--- config.mk ---
export PLATFORM = sky130hd
export DESIGN_NAME = pid_controller_with_settle_detect
export DESIGN_NICKNAME = d
export VERILOG_FILES = /design/src/sv/pidsd_pkg.sv /design/src/sv/pid_controller_with_settle_detect.sv
export SDC_FILE = /design/constraint.sdc
export NUM_CORES = 2
export LEC_CHECK = 0
export ABC_AREA = 1
export BUFFER_PORTS_ARGS = -buffer_cell sky130_fd_sc_hd__buf_4
export CORE_AREA = 4 4 358 360
export DETAILED_ROUTE_END_ITERATION = 7
export DIE_AREA = 0 0 362 364
export PLACE_DENSITY = 0.7
export SKIP_CTS_REPAIR_TIMING = 1
export SYNTH_ARGS = -nofsm -noshare
export SYNTH_HDL_FRONTEND = slang
export SYNTH_SLANG_ARGS = --single-unit
--- constraint.sdc ---
create_clock -name clk -period 6.1 [get_ports clk]
set_clock_uncertainty 0.05 [all_clocks]
set_input_delay 1.22 -clock clk [delete_from_list [all_inputs] [get_ports clk]]
set_output_delay 1.22 -clock clk [all_outputs]
set_load 0.1 [all_outputs]
--- src/sv/pidsd_pkg.sv ---
// Shared types and constants for the PID controller with settle detection.
// Used by pid_controller_with_settle_detect; depends on nothing else.
// Holds the register map, fixed thresholds and pipeline stage records.
package pidsd_pkg;

  // Fixed thresholds of the settle logic. A zero value disables the check.
  localparam logic [16:0] EXIT_BAND  = 17'd0;
  localparam logic [15:0] TIMEOUT_MS = 16'd0;

  localparam int unsigned TIMER_W = 16;
  localparam int unsigned ERR_W   = 16;
  localparam int unsigned DT_W    = 10;
  localparam int unsigned DRIVE_W = 32;
  localparam int unsigned SUM_W   = 50;

  // Configuration register map.
  typedef enum logic [2:0] {
    REG_PROP_GAIN    = 3'd0,
    REG_INTEG_GAIN   = 3'd1,
    REG_DERIV_GAIN   = 3'd2,
    REG_INTEG_WINDOW = 3'd3,
    REG_SETTLE_BAND  = 3'd4,
    REG_SETTLE_MS    = 3'd5,
    REG_WIDE_BAND    = 3'd6,
    REG_WIDE_MS      = 3'd7
  } cfg_reg_t;

  // Operands held after the state update, ahead of the multipliers.
  typedef struct packed {
    logic signed [15:0] err;
    logic signed [16:0] diff;
    logic signed [31:0] acc;
    logic               settled;
  } opnd_t;

  // Registered products, ahead of the final add and saturate.
  typedef struct packed {
    logic signed [32:0] p_prod;
    logic signed [48:0] i_prod;
    logic signed [33:0] d_prod;
    logic               settled;
  } prod_t;

endpackage

--- src/sv/pid_controller_with_settle_detect.sv ---
// PID controller with integral window, sign-change integral reset and settle detection.
// Each accepted input word moves through the stage 1, stage 2 and output registers to out_*.
// Throughput: one word per cycle unless out_tready stalls; state updates in the accept cycle.
// The three gain multiplies and the final add/shift/saturate sit in later pipeline stages.
// Reset (rst_n low, synchronous) zeroes the gains, thresholds, controller state and pipeline valid flags.
// Depends on pidsd_pkg for the register map, thresholds and stage records.
module pid_controller_with_settle_detect (
  input  logic        clk,
  input  logic        rst_n,
  // Configuration write port.
  input  logic        cfg_wr_en,
  input  logic [2:0]  cfg_index,
  input  logic [15:0] cfg_wdata,
  // Input stream.
  input  logic        in_tvalid,
  output logic        in_tready,
  input  logic [31:0] in_tdata,   // [15:0] err_sample, [25:16] elapsed_ms, [31:26] zero
  input  logic [0:0]  in_tuser,   // [0] restart
  // Result stream.
  output logic        out_tvalid,
  input  logic        out_tready,
  output logic [31:0] out_tdata,  // [31:0] drive
  output logic [0:0]  out_tuser   // [0] settled
);

  // ---------------------------------------------------------------------------
  // Configuration registers.
  // ---------------------------------------------------------------------------
  logic [15:0] prop_gain_r, integ_gain_r, deriv_gain_r, integ_window_r;
  logic [15:0] settle_band_r, settle_ms_r, wide_band_r, wide_ms_r;

  always_ff @(posedge clk) begin
    if (!rst_n) begin
      prop_gain_r    <= '0;
      integ_gain_r   <= '0;
      deriv_gain_r   <= '0;
      integ_window_r <= '0;
      settle_band_r  <= '0;
      settle_ms_r    <= '0;
      wide_band_r    <= '0;
      wide_ms_r      <= '0;
    end else if (cfg_wr_en) begin
      case (pidsd_pkg::cfg_reg_t'(cfg_index))
        pidsd_pkg::REG_PROP_GAIN:    prop_gain_r    <= cfg_wdata;
        pidsd_pkg::REG_INTEG_GAIN:   integ_gain_r   <= cfg_wdata;
        pidsd_pkg::REG_DERIV_GAIN:   deriv_gain_r   <= cfg_wdata;
        pidsd_pkg::REG_INTEG_WINDOW: integ_window_r <= cfg_wdata;
        pidsd_pkg::REG_SETTLE_BAND:  settle_band_r  <= cfg_wdata;
        pidsd_pkg::REG_SETTLE_MS:    settle_ms_r    <= cfg_wdata;
        pidsd_pkg::REG_WIDE_BAND:    wide_band_r    <= cfg_wdata;
        pidsd_pkg::REG_WIDE_MS:      wide_ms_r      <= cfg_wdata;
        default: ;
      endcase
    end
  end

  // ---------------------------------------------------------------------------
  // Pipeline flow control. Each stage loads when it is empty or when the stage
  // after it moves on, so bubbles are squeezed out and the input keeps accepting
  // while a finished result waits at the output, until stages 1 and 2 are full.
  // ---------------------------------------------------------------------------
  logic s1_valid_r, s2_valid_r, out_valid_r;
  logic rdy1, rdy2, rdy3, in_fire;

  assign rdy3      = !out_valid_r || out_tready;
  assign rdy2      = !s2_valid_r || rdy3;
  assign rdy1      = !s1_valid_r || rdy2;
  assign in_tready = rdy1;
  assign in_fire   = in_tvalid && rdy1;

  // ---------------------------------------------------------------------------
  // Input word unpacking.
  // ---------------------------------------------------------------------------
  logic signed [15:0] e_in;
  logic [9:0]         dt_in;
  logic               restart_in;

  assign e_in       = signed'(in_tdata[15:0]);
  assign dt_in      = in_tdata[25:16];
  assign restart_in = in_tuser[0];

  // ---------------------------------------------------------------------------
  // Controller state, updated in the cycle the word is accepted.
  // ---------------------------------------------------------------------------
  logic signed [31:0] integ_sum_r, integ_sum_nxt;
  logic signed [15:0] last_err_r, last_err_nxt;
  logic [15:0]        small_time_r, small_time_nxt;
  logic [15:0]        large_time_r, large_time_nxt;
  logic [15:0]        run_time_r, run_time_nxt;
  logic               exit_flag_r, exit_flag_nxt;

  logic [15:0]        mag;
  logic signed [32:0] acc_add;
  logic signed [31:0] acc_win;
  logic               sign_change;
  logic               e_zero, last_zero;
  logic [16:0]        small_add, large_add, run_add;
  logic               exit_hit, exit_seen;
  logic               timeout_done, band_done, settled_now;
  logic signed [16:0] diff_now;
  pidsd_pkg::opnd_t   s1_nxt;

  always_comb begin
    // Magnitude of the error; the most negative sample maps to 32768, which fits.
    mag = e_in[15] ? 16'(-e_in) : 16'(e_in);

    // Windowed integration with saturation at the signed 32-bit limits.
    acc_add = {integ_sum_r[31], integ_sum_r} + 33'(e_in);
    if (mag < integ_window_r) begin
      if (acc_add[32] != acc_add[31]) begin
        acc_win = acc_add[32] ? 32'sh8000_0000 : 32'sh7FFF_FFFF;
      end else begin
        acc_win = acc_add[31:0];
      end
    end else begin
      acc_win = integ_sum_r;
    end

    // Zero counts as a sign of its own, so a move to or from zero also clears.
    e_zero      = (e_in == '0);
    last_zero   = (last_err_r == '0);
    sign_change = (e_zero != last_zero) || (!e_zero && (e_in[15] != last_err_r[15]));

    diff_now = 17'(e_in) - 17'(last_err_r);

    // Timers add the elapsed time and stick at full scale.
    small_add = 17'(small_time_r) + 17'(dt_in);
    large_add = 17'(large_time_r) + 17'(dt_in);
    run_add   = 17'(run_time_r) + 17'(dt_in);

    small_time_nxt = (mag < settle_band_r) ? (small_add[16] ? 16'hFFFF : small_add[15:0]) : '0;
    large_time_nxt = (mag < wide_band_r) ? (large_add[16] ? 16'hFFFF : large_add[15:0]) : '0;
    run_time_nxt   = run_add[16] ? 16'hFFFF : run_add[15:0];

    exit_hit  = (pidsd_pkg::EXIT_BAND != '0) && ({1'b0, mag} < pidsd_pkg::EXIT_BAND);
    exit_seen = exit_flag_r || exit_hit;

    // Settle priority: run timeout, then either band timer, then the exit flag.
    // The exit flag is consumed only when it alone reports settled.
    timeout_done = (pidsd_pkg::TIMEOUT_MS != '0) && (run_time_nxt > pidsd_pkg::TIMEOUT_MS);
    band_done    = (small_time_nxt > settle_ms_r) || (large_time_nxt > wide_ms_r);
    settled_now  = timeout_done || band_done || exit_seen;
    exit_flag_nxt = exit_seen && (timeout_done || band_done);

    integ_sum_nxt = sign_change ? '0 : acc_win;
    last_err_nxt  = e_in;

    // A restart word clears the state and carries zero operands, so it
    // comes out as zero drive and not settled.
    if (restart_in) begin
      integ_sum_nxt  = '0;
      last_err_nxt   = '0;
      small_time_nxt = '0;
      large_time_nxt = '0;
      run_time_nxt   = '0;
      exit_flag_nxt  = 1'b0;
      s1_nxt         = '0;
    end else begin
      s1_nxt.err     = e_in;
      s1_nxt.diff    = diff_now;
      s1_nxt.acc     = integ_sum_nxt;
      s1_nxt.settled = settled_now;
    end
  end

  always_ff @(posedge clk) begin
    if (!rst_n) begin
      integ_sum_r  <= '0;
      last_err_r   <= '0;
      small_time_r <= '0;
      large_time_r <= '0;
      run_time_r   <= '0;
      exit_flag_r  <= 1'b0;
    end else if (in_fire) begin
      integ_sum_r  <= integ_sum_nxt;
      last_err_r   <= last_err_nxt;
      small_time_r <= small_time_nxt;
      large_time_r <= large_time_nxt;
      run_time_r   <= run_time_nxt;
      exit_flag_r  <= exit_flag_nxt;
    end
  end

  // ---------------------------------------------------------------------------
  // Stage 1: operands. Stage 2: the three gain products. Stage 3: the sum,
  // floor shift by 8 (an arithmetic shift rounds toward minus infinity) and
  // saturation to 32 bits, held in the output register.
  // ---------------------------------------------------------------------------
  pidsd_pkg::opnd_t   s1_r;
  pidsd_pkg::prod_t   s2_r, s2_nxt;
  logic signed [pidsd_pkg::SUM_W-1:0] sum_full, sum_shr;
  logic [31:0]        drive_nxt;
  logic [31:0]        drive_r;
  logic               settled_r;

  always_comb begin
    s2_nxt.p_prod  = 33'(s1_r.err * $signed({1'b0, prop_gain_r}));
    s2_nxt.i_prod  = 49'(s1_r.acc * $signed({1'b0, integ_gain_r}));
    s2_nxt.d_prod  = 34'(s1_r.diff * $signed({1'b0, deriv_gain_r}));
    s2_nxt.settled = s1_r.settled;

    sum_full = pidsd_pkg::SUM_W'(s2_r.p_prod) + pidsd_pkg::SUM_W'(s2_r.i_prod)
             + pidsd_pkg::SUM_W'(s2_r.d_prod);
    sum_shr  = sum_full >>> 8;
    if (sum_shr > pidsd_pkg::SUM_W'(64'sh7FFF_FFFF)) begin
      drive_nxt = 32'h7FFF_FFFF;
    end else if (sum_shr < -pidsd_pkg::SUM_W'(64'sh8000_0000)) begin
      drive_nxt = 32'h8000_0000;
    end else begin
      drive_nxt = sum_shr[31:0];
    end
  end

  always_ff @(posedge clk) begin
    if (!rst_n) begin
      s1_valid_r  <= 1'b0;
      s2_valid_r  <= 1'b0;
      out_valid_r <= 1'b0;
    end else begin
      if (rdy1) begin
        s1_valid_r <= in_fire;
      end
      if (rdy2) begin
        s2_valid_r <= s1_valid_r;
      end
      if (rdy3) begin
        out_valid_r <= s2_valid_r;
      end
    end
  end

  always_ff @(posedge clk) begin
    if (in_fire) begin
      s1_r <= s1_nxt;
    end
    if (rdy2 && s1_valid_r) begin
      s2_r <= s2_nxt;
    end
    if (rdy3 && s2_valid_r) begin
      drive_r   <= drive_nxt;
      settled_r <= s2_r.settled;
    end
  end

  assign out_tvalid   = out_valid_r;
  assign out_tdata    = drive_r;
  assign out_tuser[0] = settled_r;

  // ---------------------------------------------------------------------------
  // Assertions.
  // ---------------------------------------------------------------------------
  // A restart word leaves the integrator, run timer and exit flag cleared.
  a_restart_clears: assert property (@(posedge clk) disable iff (!rst_n)
    (in_fire && restart_in) |=> (integ_sum_r == '0 && run_time_r == '0 && !exit_flag_r))
    else $error("restart did not clear controller state");

  // The run timer never moves backward except on restart.
  a_run_time_mono: assert property (@(posedge clk) disable iff (!rst_n)
    (in_fire && !restart_in) |=> (run_time_r >= $past(run_time_r)))
    else $error("run timer decreased without restart");

  // A change of error sign always empties the integrator.
  a_sign_clears: assert property (@(posedge clk) disable iff (!rst_n)
    (in_fire && sign_change) |=> (integ_sum_r == '0))
    else $error("integrator kept its value across a sign change");

  // A stage that holds a word and cannot pass it on keeps it.
  a_s1_holds: assert property (@(posedge clk) disable iff (!rst_n)
    (s1_valid_r && !rdy2) |=> (s1_valid_r && $stable(s1_r)))
    else $error("stage 1 word lost while stalled");

endmodule

==> impl_metrics.env <==
export IMPL_status="completed"
export IMPL_fin_nets=10038
export IMPL_critical_path_buf_inv_count=9
export IMPL_clock_latency_ns=0.67
export IMPL_numCtsBuffers=48
export IMPL_yosysWarnings=0
export IMPL_wl_per_cell_um=17.1
export IMPL_grt_pass1_wl_um=274000
export IMPL_pwr_share_seq_pct=27.6
export IMPL_clock_power_share_pct=23.5
export IMPL_syn_num_nets=9865
export IMPL_synth_cell_type_count=56
export IMPL_rsz0062_at_grt="yes"
export IMPL_ys_seq_elements=428
export IMPL_place_congestion=0.952
export IMPL_utilization_pct=57.7
export IMPL_ys_flop_type="edfxtp_1"
export IMPL_path_class="flop to flop"
export IMPL_antenna_found_initial=2
export IMPL_clock_root_buffer="clkbuf_16"
export IMPL_maxSlewViolCount=0
export IMPL_fillCellCount=11030
export IMPL_via_per_inst=5.20
export IMPL_p_comb_share_pct=48.9
export IMPL_hold_depth=0
export IMPL_grt_max_degree=99
export IMPL_critPathLaunch="s1_r[6]"
export IMPL_syn_to_final_growth_pct=11.7
export IMPL_grt_usage_pct=25.8
export IMPL_worstRegToRegCells=24
export IMPL_hold_start="s2_r[0]"
export IMPL_r2r_slack_ns=0.10
export IMPL_peakVddDrop_mv=0.254
export IMPL_drt_iter0_drc=3917
export IMPL_drive_above_1_share_pct=10.1
export IMPL_synthArstFlopShare_pct=0
export IMPL_cts_tree="built"
export IMPL_min_path_type="flop to flop"
export IMPL_final_cell_area_mm2=0.0722
export IMPL_cts_sinks=428
export IMPL_syn_area_mm2=0.0646
export IMPL_leakagePower_nw=39.2
export IMPL_min_period_over_period_pct=98.3
export IMPL_period_minus_slack_ns=6.00
export IMPL_netlist_instances=8274
export IMPL_endpoint="s2_r[67]"
export IMPL_crit_path_max_fanout=3
export IMPL_cp_required_ns=6.47
export IMPL_die_h_um=364
export IMPL_preCtsSetupSlack_ns=-0.0757
export IMPL_startpoint_type="flop"
export IMPL_crit_top_cell="fa_1"
export IMPL_fp_coreArea_mm2=0.125
export IMPL_num_io_pins=92
export IMPL_clkTransAtPathRegs_ns=0.06
export IMPL_ys_seq_area_share_pct=16.6
export IMPL_initial_utilization_pct=51.7
export IMPL_synth_top_area_share_pct=31.4
export IMPL_total_power_mw=13.0
export IMPL_r2r_start="s1_r[6]"
export IMPL_die_area_mm2=0.132
export IMPL_path_cells="buf_4 > nand2_1 > inv_1 > fa_1 > inv_1 > fa_1 > inv_1 > fa_1 > fa_1 > fa_1 > inv_1 > fa_1 > inv_1 > ha_4 > nand2_2 > nor2_4 > inv_2 > nor2_2 > inv_2 > nor4b_4 > buf_4 > a21oi_4 > o21bai_1 > xor2_1"
export IMPL_max_freq_mhz=167
export IMPL_drc_errors=0
export IMPL_r2r_end="s2_r[67]"
export IMPL_synth_edf_count=216
export IMPL_p_sw_mw=5.53
export IMPL_hpwlAfterDp_um=140000
export IMPL_firstDrtPassIters=6
export IMPL_finalSetupViolCount=0
export IMPL_grt_pass1_vias=53205
export IMPL_path_delay_family="adder cells"
export IMPL_htreeDepth=2
export IMPL_switching_share_pct=42.7
export IMPL_io_buffers=85
export IMPL_worstMarginPinSlew_ns=1.20
export IMPL_syn_area_per_cell_um2=7.81
export IMPL_critPathArrivalTime_ns=6.37
export IMPL_slowest_stage="fa_1"
export IMPL_placed_area_mm2=0.0686
export IMPL_cp_depth=24
export IMPL_synth_area_top_cells="fa_1 (31%), inv_1 (13%), nand2_1 (11%)"
export IMPL_max_slew_margin_pct=19.4
export IMPL_endpoint_kind="flop"
export IMPL_via_count=52768
export IMPL_core_rowCount=130
export IMPL_yosys_area_top_type="fa_1"
export IMPL_overflow=0
export IMPL_totalWireLength_um=173000
export IMPL_p_int_mw=7.43
export IMPL_die_x_um=362
export IMPL_cpPeakStageDelay_ns=0.55
export IMPL_antenna_left=0
export IMPL_cap_violations=0
export IMPL_clock_path_buffers=3
export IMPL_powerDensity_mw_per_mm2=180
export IMPL_hold_viol=0
export IMPL_setup_ws_ns=0.102
[flip-flops by register name (all words and copies together) (netlist names)]
name,cells
out_tvalid,1
last_err_r,16
s1_valid_r,1
integ_window_r,16
wide_band_r,16
small_time_r,16
settle_ms_r,16
prop_gain_r,16
out_tuser,1
deriv_gain_r,16
s2_r,117
wide_ms_r,16
large_time_r,16
settle_band_r,16
s2_valid_r,1
out_tdata,32
integ_gain_r,16
exit_flag_r,1
s1_r,66
integ_sum_r,32
[area by class of cell]
class	count	area, um2	area share [%]
clock buffer	60	1310	1.81
clock inverter	30	347	0.480
timing repair buffer	469	4380	6.07
tap	1650	2060	2.86
antenna	1	2.50	0.00347
sequential	428	10800	14.9
multi-input combinational	5320	45100	62.5
inverter	2180	8190	11.3
[per-stage QoR]
step | std cells | TNS (ns) | hold slack, ns
final | 10138 | 0 | 0.383
after global routing | 10138 | -0.607 | 0.413
after CTS | 10049 | -0.190 | 0.389
after detailed placement | 9959 | -0.153 | 0.361
after global placement | 9959 | -0.0342 | 0.359
after floorplan | 8274 | 0 | 0.350
[worst register-to-register path, delay by kind of cell, from the launching register on]
kind,cells,cell delay [ns]
flip-flops,1,0.42
XOR/XNOR,1,0.30
adder cells (fa/ha/maj),7,3.34
AO/OA/AOI/OAI,2,0.22
buffers and inverters,9,0.75
AND/OR/NAND/NOR,5,0.68
[routing by layer]
layer	track usage (%)	vias up	part of all wire, %
li1	-	24892	-
met1	36.1	25510	43
met2	41.8	2021	45
met3	3.89	343	8.2
met4	7.42	2	3.6
met5	0	-	0.0075
[cell usage after synthesis, types with 17 or more instances]
cell type  count
nand4_1       34
xnor2_1       84
dfxtp_1      212
fa_1        1014
o21bai_1      31
or2_2         17
nor2_1       430
ha_1         520
clkbuf_1     326
nor2_2        32
o21ai_0      335
nor3_1        36
nand2_2       21
xor2_1       115
a21oi_1      483
nand3_1      112
o21ai_1       21
nand2_1     1858
inv_2         25
a31oi_1       38
edfxtp_1     216
inv_1       2154
o21a_1        23
[logic make-up (layout without fill, tap and decap cells)]
family / Yosys count / after routing / share of synthesized area [%]
flops: 428 / 428 / 16.6
xor+xnor: 200 / 200 / 2.72
fa+ha+maj: 1534 / 1534 / 41.5
simple gates: 2594 / 2594 / 16.1
buf+inv: 2526 / 2739 / 14.8
compound gates: 992 / 992 / 8.23
other cells: 0 / 1 / 0
[power groups by stage]
stage                     sequential (mW)  clock, mW  combinational, mW
after global placement               3.67          0               5.84
after CTS                            3.62       3.09               5.99
after detailed placement             3.68          0               5.95
after floorplan                      3.75          0               4.07
final                                3.58       3.04               6.34
after global routing                 3.59       3.21               7.08
[how the worst min path moves through the flow]
stage	to	slack, ns
floorplan	out_tuser	0.35
detailed placement	out_tuser	0.36
global placement	out_tuser	0.36
global route	out_tuser	0.41
CTS	out_tuser	0.39
finish	out_tuser	0.38
[layout by cell type (no fill, tap or decap), types with 42 or more instances in the layout]
| cell type | instances |
|---|---|
| nor2_1 | 402 |
| buf_4 | 390 |
| fa_1 | 999 |
| clkbuf_16 | 60 |
| ha_1 | 491 |
| edfxtp_1 | 216 |
| nor2_2 | 58 |
| inv_1 | 2134 |
| o21ai_0 | 326 |
| xnor2_1 | 84 |
| nand2_1 | 1843 |
| buf_12 | 48 |
| inv_2 | 42 |
| dfxtp_1 | 193 |
| xor2_1 | 112 |
| a21oi_1 | 458 |
| nand3_1 | 106 |
No activity file was read; power rests on OpenSTA's default activity.
